--- config.mk ---
export PLATFORM = sky130hd
export DESIGN_NAME = spl_seq
export DESIGN_NICKNAME = d
export VERILOG_FILES = /design/src/spl_pkg.sv /design/src/spl_seq.sv
export SDC_FILE = /design/constraint.sdc
export NUM_CORES = 1
export LEC_CHECK = 0
export BUFFER_PORTS_ARGS = -buffer_cell sky130_fd_sc_hd__buf_2
export CORE_AREA = 4 4 41 43
export DETAILED_ROUTE_END_ITERATION = 8
export DIE_AREA = 0 0 45 47
export GPL_ROUTABILITY_DRIVEN = 0
export PLACE_DENSITY = 0.72
export SYNTH_ARGS = -nofsm -noshare
export SYNTH_HDL_FRONTEND = slang
export SYNTH_SLANG_ARGS = --single-unit
--- constraint.sdc ---
create_clock -name clk_i -period 3.65 [get_ports clk_i]
set_input_delay 0.1825 -clock clk_i [delete_from_list [all_inputs] [get_ports clk_i]]
set_output_delay 0.1825 -clock clk_i [all_outputs]
set_load 0.005 [all_outputs]
--- src/spl_pkg.sv ---
`timescale 1ns / 1ps
// ----------------------------------------------------------------------------
// Stereo peak limiter package
// Widths, register map, payload types and the control store of the sequencer.
// ----------------------------------------------------------------------------
package spl_pkg;

  localparam int SAMPLE_BITS   = 24;
  localparam int COEF_BITS     = 24;
  localparam int DIV_STEPS     = SAMPLE_BITS - 1;
  localparam int CNT_BITS      = $clog2(DIV_STEPS);
  localparam int MUL_A_BITS    = SAMPLE_BITS + 1;
  localparam int MUL_B_BITS    = ((COEF_BITS > SAMPLE_BITS) ? COEF_BITS : SAMPLE_BITS) + 1;
  localparam int PROD_BITS     = MUL_A_BITS + MUL_B_BITS;
  localparam int ADDR_BITS     = 4;
  localparam int APB_DATA_BITS = 32;
  localparam int STEP_BITS     = 4;

  localparam logic [SAMPLE_BITS-1:0] UNITY       = {1'b1, {(SAMPLE_BITS-1){1'b0}}};
  localparam logic [SAMPLE_BITS-1:0] SAMPLE_HALF = {2'b01, {(SAMPLE_BITS-2){1'b0}}};
  localparam logic [COEF_BITS-1:0]   COEF_HALF   = {1'b1, {(COEF_BITS-1){1'b0}}};

  localparam logic [SAMPLE_BITS-1:0] THRESHOLD_RST = UNITY;
  localparam logic [COEF_BITS-1:0]   ATTACK_RST    = COEF_BITS'(16431300);
  localparam logic [COEF_BITS-1:0]   RELEASE_RST   = COEF_BITS'(16775469);

  typedef enum logic [1:0] {
    REG_THRESHOLD = 2'd0,
    REG_ATTACK    = 2'd1,
    REG_RELEASE   = 2'd2,
    REG_ENABLE    = 2'd3
  } reg_idx_e;

  typedef struct packed {
    logic signed [SAMPLE_BITS-1:0] left_in;
    logic signed [SAMPLE_BITS-1:0] right_in;
    logic                          block_last_in;
  } in_item_t;

  typedef struct packed {
    logic signed [SAMPLE_BITS-1:0] left_out;
    logic signed [SAMPLE_BITS-1:0] right_out;
    logic        [SAMPLE_BITS-1:0] gain_now;
    logic                          block_last_out;
  } out_item_t;

  typedef struct packed {
    logic [SAMPLE_BITS-1:0] threshold_level;
    logic [COEF_BITS-1:0]   attack_coefficient;
    logic [COEF_BITS-1:0]   release_coefficient;
    logic                   limiter_enable;
  } cfg_t;

  // Datapath operations, one per control word.
  typedef enum logic [3:0] {
    OP_LOAD        = 4'd0,
    OP_PEAK        = 4'd1,
    OP_DIVSTEP     = 4'd2,
    OP_TARGET      = 4'd3,
    OP_MUL_GAIN    = 4'd4,
    OP_GAIN        = 4'd5,
    OP_MUL_LEFT    = 4'd6,
    OP_SCALE_LEFT  = 4'd7,
    OP_MUL_RIGHT   = 4'd8,
    OP_SCALE_RIGHT = 4'd9,
    OP_EMIT        = 4'd10,
    OP_PASS        = 4'd11
  } op_e;

  typedef enum logic [2:0] {
    COND_NEVER    = 3'd0,
    COND_ALWAYS   = 3'd1,
    COND_NO_ITEM  = 3'd2,
    COND_DISABLED = 3'd3,
    COND_LOOP     = 3'd4,
    COND_OUT_BUSY = 3'd5
  } cond_e;

  typedef logic [STEP_BITS-1:0] step_t;

  typedef struct packed {
    op_e   op;
    cond_e hold_on;
    cond_e jump_on;
    step_t target;
  } ucode_t;

  typedef struct packed {
    logic item_in;
    logic disabled;
    logic loop_more;
    logic out_busy;
  } status_t;

  localparam step_t ST_LOAD        = 4'd0;
  localparam step_t ST_PEAK        = 4'd1;
  localparam step_t ST_DIV         = 4'd2;
  localparam step_t ST_TARGET      = 4'd3;
  localparam step_t ST_MUL_GAIN    = 4'd4;
  localparam step_t ST_GAIN        = 4'd5;
  localparam step_t ST_MUL_LEFT    = 4'd6;
  localparam step_t ST_SCALE_LEFT  = 4'd7;
  localparam step_t ST_MUL_RIGHT   = 4'd8;
  localparam step_t ST_SCALE_RIGHT = 4'd9;
  localparam step_t ST_EMIT        = 4'd10;
  localparam step_t ST_PASS        = 4'd11;

  // Control store. A step holds while its hold condition is true, then jumps
  // to its target if the jump condition is true, else moves to the next step.
  function automatic ucode_t ucode_rom(step_t s);
    ucode_t w;
    case (s)
      ST_LOAD:        w = '{op: OP_LOAD,        hold_on: COND_NO_ITEM,  jump_on: COND_NEVER,
                            target: ST_LOAD};
      ST_PEAK:        w = '{op: OP_PEAK,        hold_on: COND_NEVER,    jump_on: COND_DISABLED,
                            target: ST_PASS};
      ST_DIV:         w = '{op: OP_DIVSTEP,     hold_on: COND_NEVER,    jump_on: COND_LOOP,
                            target: ST_DIV};
      ST_TARGET:      w = '{op: OP_TARGET,      hold_on: COND_NEVER,    jump_on: COND_NEVER,
                            target: ST_LOAD};
      ST_MUL_GAIN:    w = '{op: OP_MUL_GAIN,    hold_on: COND_NEVER,    jump_on: COND_NEVER,
                            target: ST_LOAD};
      ST_GAIN:        w = '{op: OP_GAIN,        hold_on: COND_NEVER,    jump_on: COND_NEVER,
                            target: ST_LOAD};
      ST_MUL_LEFT:    w = '{op: OP_MUL_LEFT,    hold_on: COND_NEVER,    jump_on: COND_NEVER,
                            target: ST_LOAD};
      ST_SCALE_LEFT:  w = '{op: OP_SCALE_LEFT,  hold_on: COND_NEVER,    jump_on: COND_NEVER,
                            target: ST_LOAD};
      ST_MUL_RIGHT:   w = '{op: OP_MUL_RIGHT,   hold_on: COND_NEVER,    jump_on: COND_NEVER,
                            target: ST_LOAD};
      ST_SCALE_RIGHT: w = '{op: OP_SCALE_RIGHT, hold_on: COND_NEVER,    jump_on: COND_NEVER,
                            target: ST_LOAD};
      ST_EMIT:        w = '{op: OP_EMIT,        hold_on: COND_OUT_BUSY, jump_on: COND_ALWAYS,
                            target: ST_LOAD};
      ST_PASS:        w = '{op: OP_PASS,        hold_on: COND_NEVER,    jump_on: COND_ALWAYS,
                            target: ST_EMIT};
      default:        w = '{op: OP_LOAD,        hold_on: COND_NEVER,    jump_on: COND_ALWAYS,
                            target: ST_LOAD};
    endcase
    return w;
  endfunction

endpackage

--- src/spl_seq.sv ---
`timescale 1ns / 1ps
// ----------------------------------------------------------------------------
// Stereo peak limiter sequencer
// Step counter over the control store, with hold and jump conditions.
// ----------------------------------------------------------------------------
module spl_seq (
  input  logic             clk_i,
  input  logic             rst_ni,
  input  spl_pkg::status_t status_i,
  output spl_pkg::ucode_t  ctrl_o
);
  import spl_pkg::*;

  step_t  step_q, step_d;
  ucode_t word;
  logic   hold, jump;

  function automatic logic cond_true(cond_e c, status_t st);
    logic r;
    case (c)
      COND_NEVER:    r = 1'b0;
      COND_ALWAYS:   r = 1'b1;
      COND_NO_ITEM:  r = !st.item_in;
      COND_DISABLED: r = st.disabled;
      COND_LOOP:     r = st.loop_more;
      COND_OUT_BUSY: r = st.out_busy;
      default:       r = 1'b0;
    endcase
    return r;
  endfunction

  always_comb begin
    word = ucode_rom(step_q);
    hold = cond_true(word.hold_on, status_i);
    jump = cond_true(word.jump_on, status_i);
    if (hold) begin
      step_d = step_q;
    end else if (jump) begin
      step_d = word.target;
    end else begin
      step_d = step_t'(step_q + 1'b1);
    end
  end

  always_ff @(posedge clk_i or negedge rst_ni) begin
    if (!rst_ni) begin
      step_q <= ST_LOAD;
    end else begin
      step_q <= step_d;
    end
  end

  assign ctrl_o = word;

`ifndef SYNTHESIS
  // The divide step repeats itself until the iteration count runs out.
  a_div_loop: assert property (@(posedge clk_i) disable iff (!rst_ni)
    (word.op == OP_DIVSTEP && status_i.loop_more) |=> (ctrl_o.op == OP_DIVSTEP))
    else $error("divide loop left early");
`endif

endmodule

# Word level (Yosys, flattened, before mapping)
# Memories as Yosys holds them, arrays and structs flattened.
# Index checks and enable logic that the tools add are counted.
[op_classes]
add_sub_neg = 1
n_eq_ne = 10
mux = 3
reduce_logical = 1
[op_table]
columns = ["op", "n"]
rows = [
  ["$eq A3 B2 Y1 const B", 4],
  ["$eq A3 B3 Y1 const B", 4],
  ["$pmux W1 S5", 2],
  ["$eq A3 B1 Y1 const B", 2],
  ["$add A4 B1 Y4 const B", 1],
  ["$mux W4", 1],
  ["$logic_not A1 Y1", 1],
]
[word_totals]
register_bits = 4
mem_bits_ro = 208
inputBits = 6
wordCells = 17
n_memories = 1
[mem_list]
columns = ["name", "depth", "word_bits", "rd", "rd_ports_with_merged_regs", "wr", "line", "text"]
rows = [
  ["(no name shown)", 16, 13, 1, 0, 0, "spl_pkg.sv:112", "case (s)"],
]

# Longest topological paths before layout
# An unclocked memory read counts as a cell.
[depth]
ltp_word = 4
ltp_mapped = 9
ltp_nobuf = 9

# Worst setup path before layout
# Ideal clock, no wire load.
[synth_timing]
path_kind = "register -> register"
start = "register step_q[0]"
end = "register step_q[3]"
setup_ns = 0.095
arrival_ns = 2.203
setup_slack_ns = 1.352
stages_incl_launch_ff = 9
cell_sequence = "dfrtp_1 inv_1 ha_1 or3b_4 ha_1 nand3b_1 o311ai_4 and3_2 o31ai_1"
[synth_via]
elab_chain_cells = 4
word_cells_on_any_way = 15
cone_classes = "1 x add/sub; 10 x eq/ne; 3 x mux; 1 x memory"
[synth_lines]
columns = ["item", "line", "text"]
rows = [
  ["from (decl)", "spl_seq.sv:14", "step_t step_q, step_d;"],
  ["from (signal assigned)", "spl_seq.sv:49", "step_q <= step_d;"],
  ["$mem_v2 Z16 W13", "-", ""],
  ["$eq A3 B3 Y1 (tied with other cells)", "spl_seq.sv:20", "case (c)"],
  ["$pmux W1 S5", "spl_seq.sv:20", ""],
  ["$mux W4", "spl_seq.sv:38", "end else if (jump) begin"],
]
# Several ways; a longest one is shown, not always the timed one.
# A chain may end at the register's enable or synchronous reset.

# Final worst setup path
# Same ends and word-level chain as after synthesis.

==> flow_summary.ini <==
[run_status]
status = finished, final reports clean

[synth]
async_flop_share_pct = 100
netlist.area_leader.share_pct = 22.1
syn_area_um2 = 453
netlist_instances = 53
yosysMostFrequentCell = ha_1
synth_common_cells = ha_1 (6), inv_1 (5)
synth.distinct_cells = 28
synth_seq_area_share_pct = 22.1
yosys-top-cells-area = dfrtp_1 (22%), ha_1 (17%), o311ai_4 (5.8%), buf_4 (5.0%), a21oi_1 (4.4%)
synth-seq-cells = 4
yosys.area.top_type = dfrtp_1
synth_edf_count = 0
synth_area_per_cell_um2 = 8.55
ys_warn_count = 0
ys.flop_type = dfrtp_1
synth_nets = 65

[global_routing]
grt_max_degree = 12
grt_use_total_pct = 12.1
antenna_found_initial = 0
overflow = 0
grt_pass1_vias = 412
grt_pass1_wl_um = 1770

[power_and_ir_drop]
pwr-share-clk_pct = 11.2
total_power_mw = 0.527
p_sw_mw = 0.245
power_density_nw_per_um2 = 947
leakagePower_nw = 0.323
combPwrFrac_pct = 67.2
p_sw_share_pct = 46.4
p_int_mw = 0.283
power_frac_seq_pct = 21.6
peakVddDrop_uv = 314

[timing]
hold_slack_ns = 0.199
finalCriticalPeriod_ns = 2.48
finalClockSkew_ns = 0.0101
fin_ws_ns = 1.17
finalCritPeriodShare_pct = 68.0
finalSetupViolations = 0
drv_slew = 0
clock.fmax_ghz = 0.403
fin_tns_setup_ns = 0
hold_viol_final = 0
rsz0062_at_grt = false

[critical_path]
worst_setup_path_start_kind = flip-flop
crit_type = flip-flop to flip-flop
critPathMaxFanout = 5
r2r_cells = 8
required_ns = 3.81
end_kind = flip-flop
worstPathArrival_ns = 2.64

[cells_and_area]
reg_top3 = step_q (4)
final_util_pct = 42.8
nFillCells = 141
drive_gt1_share_pct = 37.1
syn_to_final_growth_pct = 22.9
antenna_cells = 0
nets = 84
top_register = step_q
largest_register_ffs = 4

[route]
vias_per_cell = 5.05
wl_per_cell_um = 11.8
antenna_left = 0
wirelength_um = 1000
via_count = 429
first_pass_iters = 3
first_iter_violations = 2
route.detailed.drc = 0

[floorplanning]
die_w_um = 45
fp-row-count = 13
ios = 20
start_util_pct = 34.8
core_um2 = 1300
dieArea_um2 = 2120
dieHeight_um = 47

[flow_run]
cap_violations = 0

[place]
dp_hpwl_um = 789
io_buffers = 18
pre_cts_ws_ns = 1.15

[clocking]
worstSkewPairLatency_ns = 0.25
cts-root-buf = clkbuf_4
cts-buffers-inserted = 3
cts_tree = done
post-cts-setup-buffers = 0
htreeDepth = 1
cts_sinks = 4
path_clk_slew_ns = 0.04
cts.path.max_buffers = 2

[min_path]
worstHoldPathCells = 3
hold_path.class = primary input to flip-flop
per-stage QoR:
stage | cells | area (um^2)
2_1_floorplan | 53 | 453
3_3_place_gp | 81 | 524
5_1_grt | 85 | 557
3_5_place_dp | 81 | 524
4_1_cts | 85 | 557
6_report | 85 | 557
power by group through the flow:
stage | Sequential, mW | Combinational [mW] | Clock, mW
floorplan | 0.0853 | 0.285 | 0
global placement | 0.114 | 0.352 | 0
detailed placement | 0.115 | 0.354 | 0
CTS | 0.114 | 0.357 | 0.0597
global route | 0.118 | 0.409 | 0.0646
finish | 0.114 | 0.354 | 0.0593
worst paths after layout:
check / startpoint / slack, ns / end
min in group asynchronous: rst_ni / 0.26 / step_q[1]
max in group asynchronous: rst_ni / 3.27 / step_q[0]
hold reg to reg: step_q[1] / 0.65 / step_q[1]
hold / removal: status_i[0] / 0.20 / step_q[3]
setup / recovery: step_q[0] / 1.17 / step_q[3]
setup reg to reg: step_q[0] / 1.17 / step_q[3]
logic make-up (layout without fill, tap and decap cells):
group / Yosys count / in the layout / synth area share, %
XOR/XNOR: 1 / 1 / 1.93
AO/OA/AOI/OAI: 11 / 11 / 20.7
flip-flops: 4 / 4 / 22.1
multiplexers: 1 / 1 / 2.21
other: 1 / 1 / 0.828
AND/OR/NAND/NOR: 19 / 19 / 23.2
adder cells (fa/ha/maj): 6 / 6 / 16.6
buffers and inverters: 10 / 27 / 12.4
layer usage:
metal	routed length [um]	track usage (%)
met3	82	2.30
met4	27	10.5
met2	439	16.9
met5	0	0
met1	453	15.6
area by class of cell:
cell class	count	area, um^2	area share (%)
Sequential cell	4	100	18.0
Multi-Input combinational cell	39	297	53.3
Timing Repair Buffer	19	100	18.0
Tap cell	15	18.8	3.37
Inverter	5	18.8	3.37
Clock buffer	3	22.5	4.04
timing repair:
action,CTS,global route
hold buffers,1,0
endpoints found under the hold margin,4,0
resized for setup,0,0
worst max-delay path, stage by stage, from the launching register on:
cell      delay [ns]
dfrtp_1         0.42
inv_1           0.15
ha_1            0.25
or3b_4          0.43
ha_1            0.34
nand3b_1        0.19
o311ai_4        0.15
and3_2          0.25
o31ai_1         0.22
cell usage in the layout (no fill, tap or decap), drive strengths merged:
cell         instances
xnor2                1
nor2                 4
o221a                1
a22o                 1
conb                 1
nor4b                1
buf                 18
and2                 2
nand2                4
dfrtp                4
o311ai               1
inv                  5
nor2b                1
dlygate4sd3          1
nand3                2
a31o                 1
clkbuf               3
nand3b               1
a21oi                4
or3b                 1
o31ai                1
nand2b               1
a31oi                1
o21ai                1
ha                   6
mux2i                1
and3                 1
nor3                 1
Note: power is estimated with default switching activity, not from simulation.
